**src/hdl/tcmv_pkg.sv**
```systemverilog
// Shared types and constants of the temporal color majority vote block.
`default_nettype none

package tcmv_pkg;

    localparam int HISTORY_DEPTH_DEF = 64;
    localparam int MAX_PER_FRAME_DEF = 2;
    localparam int FIFO_DEPTH        = 2;

    localparam logic [6:0] WINDOW_RESET  = 7'd35;
    localparam logic [1:0] UNKNOWN_COLOR = 2'd3;

    localparam logic ACT_DETECT = 1'b0;
    localparam logic ACT_EOF    = 1'b1;

    typedef logic [1:0] color_t;

    // End-of-frame request handed from the front part to the back part
    typedef struct packed {
        logic [15:0] frame;
        color_t      color;
        logic        had_det;
    } cmd_t;

    // One result item
    typedef struct packed {
        color_t      voted_color;
        color_t      frame_winner;
        logic [6:0]  history_fill;
    } result_t;

endpackage

`default_nettype wire

```
**src/hdl/tcmv_fifo.sv**
```systemverilog
// Small register queue used between the parts of the block.
`default_nettype none

module tcmv_fifo
    import tcmv_pkg::*;
#(
    parameter int WIDTH = 8,
    parameter int DEPTH = FIFO_DEPTH
)
(
    input  wire logic             clk,
    input  wire logic             rst_n,
    input  wire logic             push,
    input  wire logic [WIDTH-1:0] wdata,
    output logic                  full,
    input  wire logic             pop,
    output logic [WIDTH-1:0]      rdata,
    output logic                  empty
);

    localparam int PW = (DEPTH > 1) ? $clog2(DEPTH) : 1;
    localparam int CW = $clog2(DEPTH + 1);

    logic [WIDTH-1:0] mem_reg [DEPTH];
    logic [PW-1:0]    wr_ptr_reg, wr_ptr_next;
    logic [PW-1:0]    rd_ptr_reg, rd_ptr_next;
    logic [CW-1:0]    count_reg, count_next;
    logic             do_push, do_pop;

    assign full    = (count_reg == CW'(DEPTH));
    assign empty   = (count_reg == '0);
    assign do_push = push && !full;
    assign do_pop  = pop && !empty;
    assign rdata   = mem_reg[rd_ptr_reg];

    always_comb
    begin
        wr_ptr_next = wr_ptr_reg;
        rd_ptr_next = rd_ptr_reg;
        count_next  = count_reg;
        if (do_push)
        begin
            wr_ptr_next = (wr_ptr_reg == PW'(DEPTH - 1)) ? '0 : wr_ptr_reg + 1'b1;
        end
        if (do_pop)
        begin
            rd_ptr_next = (rd_ptr_reg == PW'(DEPTH - 1)) ? '0 : rd_ptr_reg + 1'b1;
        end
        if (do_push && !do_pop)
        begin
            count_next = count_reg + 1'b1;
        end
        else if (do_pop && !do_push)
        begin
            count_next = count_reg - 1'b1;
        end
    end

    always_ff @(posedge clk or negedge rst_n)
    begin
        if (!rst_n)
        begin
            wr_ptr_reg <= '0;
            rd_ptr_reg <= '0;
            count_reg  <= '0;
        end
        else
        begin
            wr_ptr_reg <= wr_ptr_next;
            rd_ptr_reg <= rd_ptr_next;
            count_reg  <= count_next;
        end
    end

    always_ff @(posedge clk)
    begin
        if (do_push)
        begin
            mem_reg[wr_ptr_reg] <= wdata;
        end
    end

endmodule

`default_nettype wire

```
**src/hdl/tcmv_front.sv**
```systemverilog
// Front part: per-frame detection accumulation and frame winner selection.
`default_nettype none

module tcmv_front
    import tcmv_pkg::*;
#(
    parameter int MAX_PER_FRAME = MAX_PER_FRAME_DEF
)
(
    input  wire logic        clk,
    input  wire logic        rst_n,
    input  wire logic        accept,
    input  wire logic        action,
    input  wire color_t      det_color,
    input  wire logic [15:0] goodness,
    output logic             cmd_push,
    output cmd_t             cmd
);

    localparam logic [1:0] MAX_HITS = 2'(MAX_PER_FRAME);

    logic signed [17:0] sum_reg  [4];
    logic signed [17:0] sum_next [4];
    logic [1:0]         hits_reg  [4];
    logic [1:0]         hits_next [4];
    logic [1:0]         total_reg, total_next;
    logic [15:0]        frame_reg, frame_next;
    color_t             winner;

    // Scale a sum by a hit count of one or two
    function automatic logic signed [18:0] scale(input logic signed [17:0] s,
                                                 input logic [1:0] h);
        logic signed [18:0] r;
        r = (h == 2'd2) ? {s, 1'b0} : {s[17], s};
        return r;
    endfunction

    // Highest average wins; later color wins a tie, nothing wins below zero
    always_comb
    begin
        logic signed [17:0] best_sum;
        logic [1:0]         best_hits;
        best_sum  = '0;
        best_hits = 2'd1;
        winner    = UNKNOWN_COLOR;
        for (int c = 0; c < 4; c++)
        begin
            if (hits_reg[c] != 2'd0)
            begin
                if (scale(sum_reg[c], best_hits) >= scale(best_sum, hits_reg[c]))
                begin
                    best_sum  = sum_reg[c];
                    best_hits = hits_reg[c];
                    winner    = 2'(c);
                end
            end
        end
    end

    always_comb
    begin
        sum_next   = sum_reg;
        hits_next  = hits_reg;
        total_next = total_reg;
        frame_next = frame_reg;
        cmd_push   = 1'b0;
        if (accept)
        begin
            if (action == ACT_DETECT)
            begin
                if (total_reg < MAX_HITS)
                begin
                    sum_next[det_color]  = sum_reg[det_color]
                                         + {{2{goodness[15]}}, goodness};
                    hits_next[det_color] = hits_reg[det_color] + 1'b1;
                    total_next           = total_reg + 1'b1;
                end
            end
            else
            begin
                frame_next = frame_reg + 1'b1;
                cmd_push   = 1'b1;
                for (int c = 0; c < 4; c++)
                begin
                    sum_next[c]  = '0;
                    hits_next[c] = '0;
                end
                total_next = '0;
            end
        end
    end

    assign cmd.frame   = frame_reg + 1'b1;
    assign cmd.color   = winner;
    assign cmd.had_det = (total_reg != 2'd0);

    always_ff @(posedge clk or negedge rst_n)
    begin
        if (!rst_n)
        begin
            for (int c = 0; c < 4; c++)
            begin
                sum_reg[c]  <= '0;
                hits_reg[c] <= '0;
            end
            total_reg <= '0;
            frame_reg <= '0;
        end
        else
        begin
            sum_reg   <= sum_next;
            hits_reg  <= hits_next;
            total_reg <= total_next;
            frame_reg <= frame_next;
        end
    end

endmodule

`default_nettype wire

```
**src/hdl/tcmv_back.sv**
```systemverilog
// Back part: history ring, window eviction and majority vote.
`default_nettype none

module tcmv_back
    import tcmv_pkg::*;
#(
    parameter int HISTORY_DEPTH = HISTORY_DEPTH_DEF
)
(
    input  wire logic       clk,
    input  wire logic       rst_n,
    input  wire logic [6:0] window_frames,
    input  wire logic       cmd_valid,
    input  wire cmd_t       cmd,
    output logic            cmd_pop,
    input  wire logic       out_full,
    output logic            out_push,
    output result_t         result
);

    localparam int AW = $clog2(HISTORY_DEPTH);
    localparam int CW = $clog2(HISTORY_DEPTH + 1);
    localparam int SW = CW + 1;

    localparam logic [1:0] ST_IDLE  = 2'd0;
    localparam logic [1:0] ST_WAIT  = 2'd1;
    localparam logic [1:0] ST_CHECK = 2'd2;

    logic [1:0]    state_reg, state_next;
    logic [AW-1:0] head_reg, head_next;
    logic [CW-1:0] count_reg, count_next;
    logic [CW-1:0] tally_reg  [4];
    logic [CW-1:0] tally_next [4];
    logic [15:0]   newest_reg, newest_next;
    color_t        frame_winner_reg, frame_winner_next;

    logic [17:0]   hist_mem [HISTORY_DEPTH];
    logic [17:0]   rd_reg;
    logic          mem_we;
    logic [AW-1:0] waddr;
    logic [SW-1:0] tail_sum;
    logic [AW-1:0] head_inc;
    logic [15:0]   diff;
    logic          is_full;
    color_t        head_color;
    color_t        voted;

    assign head_color = rd_reg[1:0];
    assign is_full    = (count_reg == CW'(HISTORY_DEPTH));
    assign tail_sum   = SW'(head_reg) + SW'(count_reg);
    assign waddr      = (tail_sum >= SW'(HISTORY_DEPTH))
                      ? AW'(tail_sum - SW'(HISTORY_DEPTH)) : AW'(tail_sum);
    assign head_inc   = (head_reg == AW'(HISTORY_DEPTH - 1)) ? '0 : head_reg + 1'b1;
    assign diff       = newest_reg - rd_reg[17:2];

    // Most frequent color; earlier color wins a tie
    always_comb
    begin
        logic [CW-1:0] top_count;
        top_count = '0;
        voted     = UNKNOWN_COLOR;
        for (int c = 0; c < 4; c++)
        begin
            if (tally_reg[c] > top_count)
            begin
                top_count = tally_reg[c];
                voted     = 2'(c);
            end
        end
    end

    assign result.voted_color  = voted;
    assign result.frame_winner = frame_winner_reg;
    assign result.history_fill = 7'(count_reg);

    always_comb
    begin
        state_next        = state_reg;
        head_next         = head_reg;
        count_next        = count_reg;
        tally_next        = tally_reg;
        newest_next       = newest_reg;
        frame_winner_next = frame_winner_reg;
        cmd_pop           = 1'b0;
        out_push          = 1'b0;
        mem_we            = 1'b0;
        case (state_reg)
            ST_IDLE:
            begin
                if (cmd_valid && !out_full)
                begin
                    cmd_pop           = 1'b1;
                    frame_winner_next = cmd.color;
                    if (cmd.had_det)
                    begin
                        mem_we      = 1'b1;
                        newest_next = cmd.frame;
                        if (is_full)
                        begin
                            // drop the oldest; its slot takes the new entry
                            if (tally_reg[head_color] != '0)
                            begin
                                tally_next[head_color] = tally_reg[head_color] - 1'b1;
                            end
                            head_next = head_inc;
                        end
                        else
                        begin
                            count_next = count_reg + 1'b1;
                        end
                        tally_next[cmd.color] = tally_next[cmd.color] + 1'b1;
                    end
                    state_next = ST_WAIT;
                end
            end
            ST_WAIT:
            begin
                state_next = ST_CHECK;
            end
            ST_CHECK:
            begin
                if (count_reg != '0 && diff >= {9'b0, window_frames})
                begin
                    if (tally_reg[head_color] != '0)
                    begin
                        tally_next[head_color] = tally_reg[head_color] - 1'b1;
                    end
                    head_next  = head_inc;
                    count_next = count_reg - 1'b1;
                    state_next = ST_WAIT;
                end
                else
                begin
                    out_push   = 1'b1;
                    state_next = ST_IDLE;
                end
            end
            default:
            begin
                state_next = ST_IDLE;
            end
        endcase
    end

    always_ff @(posedge clk or negedge rst_n)
    begin
        if (!rst_n)
        begin
            state_reg        <= ST_IDLE;
            head_reg         <= '0;
            count_reg        <= '0;
            for (int c = 0; c < 4; c++)
            begin
                tally_reg[c] <= '0;
            end
            newest_reg       <= '0;
            frame_winner_reg <= UNKNOWN_COLOR;
        end
        else
        begin
            state_reg        <= state_next;
            head_reg         <= head_next;
            count_reg        <= count_next;
            tally_reg        <= tally_next;
            newest_reg       <= newest_next;
            frame_winner_reg <= frame_winner_next;
        end
    end

    // History memory: one write port, head entry read into a register
    always_ff @(posedge clk)
    begin
        if (mem_we)
        begin
            hist_mem[waddr] <= {cmd.frame, cmd.color};
        end
        rd_reg <= hist_mem[head_reg];
    end

endmodule

`default_nettype wire

```
**src/hdl/temporal_color_majority_vote.sv**
```systemverilog
// Top level of the temporal color majority vote block.
// Usage:
//   Requests enter on push/full: action 0 carries one detection (det_color,
//   goodness) of the current frame, action 1 closes the frame. Only the first
//   MAX_PER_FRAME detections of a frame count.
//   Each end-of-frame request yields one result on empty/pop: voted_color is
//   the most frequent color of the history, frame_winner the winner of the
//   frame (highest average goodness), history_fill the number of history
//   entries. Detections yield no result.
//   An end-of-frame request is classified by the front part as it is accepted.
//   The back part then steps through idle, wait and check, with a further wait
//   and check per evicted history entry, for the registered read of the history
//   memory at the head of the ring; only after the result does it take another.
//   A two-entry request queue decouples front and back; a two-entry result
//   queue holds finished results. When the receiver stalls, results collect,
//   then the back part holds, then full rises and input requests hold.
//   Reset empties the history and both queues and loads window_frames with 35.
//   cfg_we/cfg_wdata write window_frames; write only while the block is idle.
`default_nettype none

module temporal_color_majority_vote
    import tcmv_pkg::*;
#(
    parameter int HISTORY_DEPTH = HISTORY_DEPTH_DEF,
    parameter int MAX_PER_FRAME = MAX_PER_FRAME_DEF
)
(
    input  wire logic        clk,
    input  wire logic        rst_n,
    input  wire logic        push,
    input  wire logic        action,
    input  wire logic [1:0]  det_color,
    input  wire logic [15:0] goodness,
    output logic             full,
    input  wire logic        pop,
    output logic             empty,
    output logic [1:0]       voted_color,
    output logic [1:0]       frame_winner,
    output logic [6:0]       history_fill,
    input  wire logic        cfg_we,
    input  wire logic [6:0]  cfg_wdata
);

    logic [6:0] window_reg;
    logic       accept;
    logic       cmd_push, cmd_pop, cmd_empty;
    cmd_t       cmd_in, cmd_out;
    logic       out_push, out_full;
    result_t    res_in, res_out;

    // Window register, written any time the enable is high
    always_ff @(posedge clk or negedge rst_n)
    begin
        if (!rst_n)
        begin
            window_reg <= WINDOW_RESET;
        end
        else if (cfg_we)
        begin
            window_reg <= cfg_wdata;
        end
    end

    // Full tracks the request queue; detections also hold while it is full
    assign accept = push && !full;

    tcmv_front #(
        .MAX_PER_FRAME (MAX_PER_FRAME)
    ) u_front (
        .clk         (clk),
        .rst_n       (rst_n),
        .accept      (accept),
        .action      (action),
        .det_color   (det_color),
        .goodness    (goodness),
        .cmd_push    (cmd_push),
        .cmd         (cmd_in)
    );

    tcmv_fifo #(
        .WIDTH ($bits(cmd_t)),
        .DEPTH (FIFO_DEPTH)
    ) u_cmd_q (
        .clk   (clk),
        .rst_n (rst_n),
        .push  (cmd_push),
        .wdata (cmd_in),
        .full  (full),
        .pop   (cmd_pop),
        .rdata (cmd_out),
        .empty (cmd_empty)
    );

    tcmv_back #(
        .HISTORY_DEPTH (HISTORY_DEPTH)
    ) u_back (
        .clk           (clk),
        .rst_n         (rst_n),
        .window_frames (window_reg),
        .cmd_valid     (!cmd_empty),
        .cmd           (cmd_out),
        .cmd_pop       (cmd_pop),
        .out_full      (out_full),
        .out_push      (out_push),
        .result        (res_in)
    );

    tcmv_fifo #(
        .WIDTH ($bits(result_t)),
        .DEPTH (FIFO_DEPTH)
    ) u_res_q (
        .clk   (clk),
        .rst_n (rst_n),
        .push  (out_push),
        .wdata (res_in),
        .full  (out_full),
        .pop   (pop),
        .rdata (res_out),
        .empty (empty)
    );

    assign voted_color  = res_out.voted_color;
    assign frame_winner = res_out.frame_winner;
    assign history_fill = res_out.history_fill;

endmodule

`default_nettype wire
```
**config.mk**
```make
export PLATFORM = sky130hd
export DESIGN_NAME = temporal_color_majority_vote
export DESIGN_NICKNAME = d
export VERILOG_FILES = /design/src/hdl/tcmv_pkg.sv /design/src/hdl/tcmv_fifo.sv /design/src/hdl/tcmv_front.sv /design/src/hdl/tcmv_back.sv /design/src/hdl/temporal_color_majority_vote.sv
export SDC_FILE = /design/constraint.sdc
export NUM_CORES = 2
export LEC_CHECK = 0
export ABC_AREA = 1
export BUFFER_PORTS_ARGS = -buffer_cell sky130_fd_sc_hd__buf_2
export CORE_UTILIZATION = 55
export DETAILED_ROUTE_END_ITERATION = 8
export HOLD_SLACK_MARGIN = 0.1
export PLACE_DENSITY = 0.84
export SLEW_MARGIN = 10
export SYNTH_ARGS = -nofsm -noshare
export SYNTH_HDL_FRONTEND = slang
export SYNTH_SLANG_ARGS = --single-unit
```
**constraint.sdc**
```tcl
create_clock -name clk -period 7.1 [get_ports clk]
set_clock_uncertainty 0.2 [all_clocks]
set_input_delay 1.42 -clock clk [delete_from_list [all_inputs] [get_ports clk]]
set_output_delay 1.42 -clock clk [all_outputs]
set_load 0.01 [all_outputs]
```
==> summary.txt <==
status: finished clean
multiplexer area fraction after synthesis: 0.00464
DP Wirelength: 104000 um
fraction of layout cells with a size suffix above 1: 0.0960
post-synthesis cell type count: 58
# rows: 123
Final min period: 6690 ps
PwrDens: 449 mW/mm^2
Max Clk Rate: 150 MHz
Slew headroom: 0.217
clk buf depth: 3
grt ovf: 0
most common cell after layout, fill and taps aside: edfxtp_1
setup ws final: 412 ps
Ys Warns: 0
Critical Path Source: u_front.sum_reg[71]
complex-gate fraction of the synthesized area: 0.130
vias in the first global route: 44900
Worst Path Required: 7490 ps
largest stage delay on the critical path: 390 ps
hold_sp: u_back.state_reg[1]
crit-path max FO: 18
crit path launch type: flip-flop
endpoints failing setup: 0
total CTS buffers: 140
CTS tree: built
CP Data Arrival Time: 7080 ps
Core Region: 0.113 mm^2
Crit path max-delay family: simple AND/OR/NAND/NOR gates
leakage power: 25.1 nW
Slew Viols, Final: 0
Largest register FFs: 1152
die area: 0.115 mm^2
# hold bufs at CTS: 0
Final Cell Area: 0.0697 mm^2
Synthesized Nets: 5881
port bufs: 43
Post-synth ARST share: 0.124
Final ANT Viol Nets: 0
maxcap violations: 0
CP Class: flip-flop to flip-flop
placed cell area: 0.0651 mm^2
syn_area_per_cell: 11.0 um^2
CP bufs+invs: 8
Post-synth top flop: edfxtp_1
Chip Width: 340 um
nets@finish: 5917
first-pass GRT wire length: 262000 um
Hold Vio Cnt, Final: 0
initial drt markers: 7572
non-filler cells, final: 7359
RR Startpoint: u_front.sum_reg[71]
Slew @ Worst Pin: 1170 ps
Vias: 47400
post-synthesis simple-gate area fraction: 0.136
Layout area overhead: 11.1%
GPL Wtd Cong: 0.961
worst slack, placed: -165 ps
crit path capture type: flip-flop
Synth Register Bits: 1404
IO Count: 44
antenna violations before repair: 5
# DRC: 0
pin count of the biggest net entering global routing: 201
Worst Hold Class: flip-flop to flip-flop
Die Height: 340 um
fin util: 0.618
most frequent cells in the layout: edfxtp_1, nand2_1, o21ai_0, nor2_1, nand3_1
main combinational cell family by area after synthesis: simple AND/OR/NAND/NOR gates
peak supply drop: 459 uV
CP max-delay cell: dfrtp_1
Starting Density: 0.556
most used cell, CP: nand2_1
clk root buf: clkbuf_16
clock-pin slew on the worst setup and hold paths: 60 ps
Synth Cell Area: 0.0628 mm^2
drt pass-1 iters: 6
WL final: 176000 um
adder and majority gate portion of the synthesized area: 0.0282
Hold WS: 255 ps
WL/cell: 23.9 um
Total GRT Usage: 0.297
Synth Instances: 5711
Seq/Total Area, Yosys: 0.655
CTS Sinks: 1404
setup_tns: 0 ps
overall power: 31.3 mW
EDFF count, synth: 1212
htree depth: 4
dpl cells: 7097
Worst-Skew Late Latency: 770 ps
Synth Area in XOR/XNOR: 0.00907
final period utilization: 0.942
post-DR vias/cell: 6.44
==> cells by family after synthesis <==
family,count (synthesis)
simple gates,2058
compound gates,1414
flops,1404
buf+inv,603
fa+ha+maj,139
xor+xnor,65
mux,27
other cells,1
==> worst register-to-register path, delay by kind of cell, from the launching register on <==
kind	cells	cell delay, ps
AND/OR/NAND/NOR	21	2190
XOR/XNOR	1	140
adder cells (fa/ha/maj)	3	980
buffers and inverters	8	1040
AO/OA/AOI/OAI	13	1600
flip-flops	1	390
==> synthesized netlist by cell type (3+ instances only) <==
library cell  number  area share
edfxtp_1        1212        0.58
nand2_1          863       0.052
o21ai_0          810       0.065
nor2_1           769       0.046
nand3_1          293       0.023
clkbuf_1         291       0.017
inv_1            269       0.016
o22ai_1          233       0.023
dfrtp_1          169       0.067
ha_1             135       0.027
o221ai_1         132       0.018
a21oi_1          121      0.0096
nand4_1           54      0.0054
xor2_1            47      0.0066
o211ai_1          41      0.0049
a31oi_1           21      0.0021
nor3_1            19      0.0015
a22oi_1           18      0.0022
dfxtp_1           18      0.0057
xnor2_1           18      0.0025
mux2_2            17      0.0030
buf_1             15     0.00090
nand3b_1          12      0.0014
nand2_2           11      0.0011
nand3_2           11      0.0018
buf_2             10     0.00080
mux2i_1           10      0.0016
a221o_1            7      0.0011
clkinv_1           7     0.00042
o21bai_1           6     0.00072
a32o_1             5     0.00080
dfstp_2            5      0.0021
inv_2              5     0.00030
nand2_4            5     0.00090
o21a_1             5     0.00060
a211oi_1           4     0.00048
fa_1               4      0.0013
nor2_2             4     0.00040
or2_2              4     0.00040
a21o_1             3     0.00036
nor4_1             3     0.00030
==> report_power, final <==
| group | leakage (nW) | internal (mW) | total, mW | switching, mW |
|---|---|---|---|---|
| sequential | 13.3 | 10.4 | 11.1 | 0.688 |
| combinational | 9.61 | 3.83 | 13.2 | 9.35 |
| clock | 2.13 | 3.91 | 7.05 | 3.13 |
==> layout make-up <==
class,instances,area [um^2]
Tap cell,1500,1880
Fill cell,8093,43100
Antenna cell,4,10.0
Inverter,282,1080
Sequential cell,1404,41100
Timing Repair Buffer,215,1710
Multi-Input combinational cell,3704,19600
Clock inverter,74,584
Clock buffer,176,3750
==> layer usage <==
metal	track usage	vias up	routed length [um]
met1	0.400	22600	64800
li1	-	20700	-
met2	0.454	3498	79100
met4	0.146	4	8340
met3	0.0696	533	23500
met5	0	-	32
==> worst paths after layout <==
check	endpoint	slack, ps	cells after the start
setup / recovery	u_cmd_q.mem_reg[0][1]	410	46
hold / removal	u_back.state_reg[1]	260	1
setup reg to reg	u_cmd_q.mem_reg[0][1]	410	46
hold reg to reg	u_back.state_reg[1]	260	1
max in group asynchronous	u_back.head_reg[0]	4950	2
min in group asynchronous	u_back.count_reg[6]	510	1
==> repair_timing <==
action | in CTS | in global routing
resized for setup | 13 | 55
setup endpoints to repair | 4 | 4
pin swaps | 0 | 16
buffers inserted | 0 | 5
gates cloned | 0 | 3
Note: power is estimated with default switching activity, not from simulation.
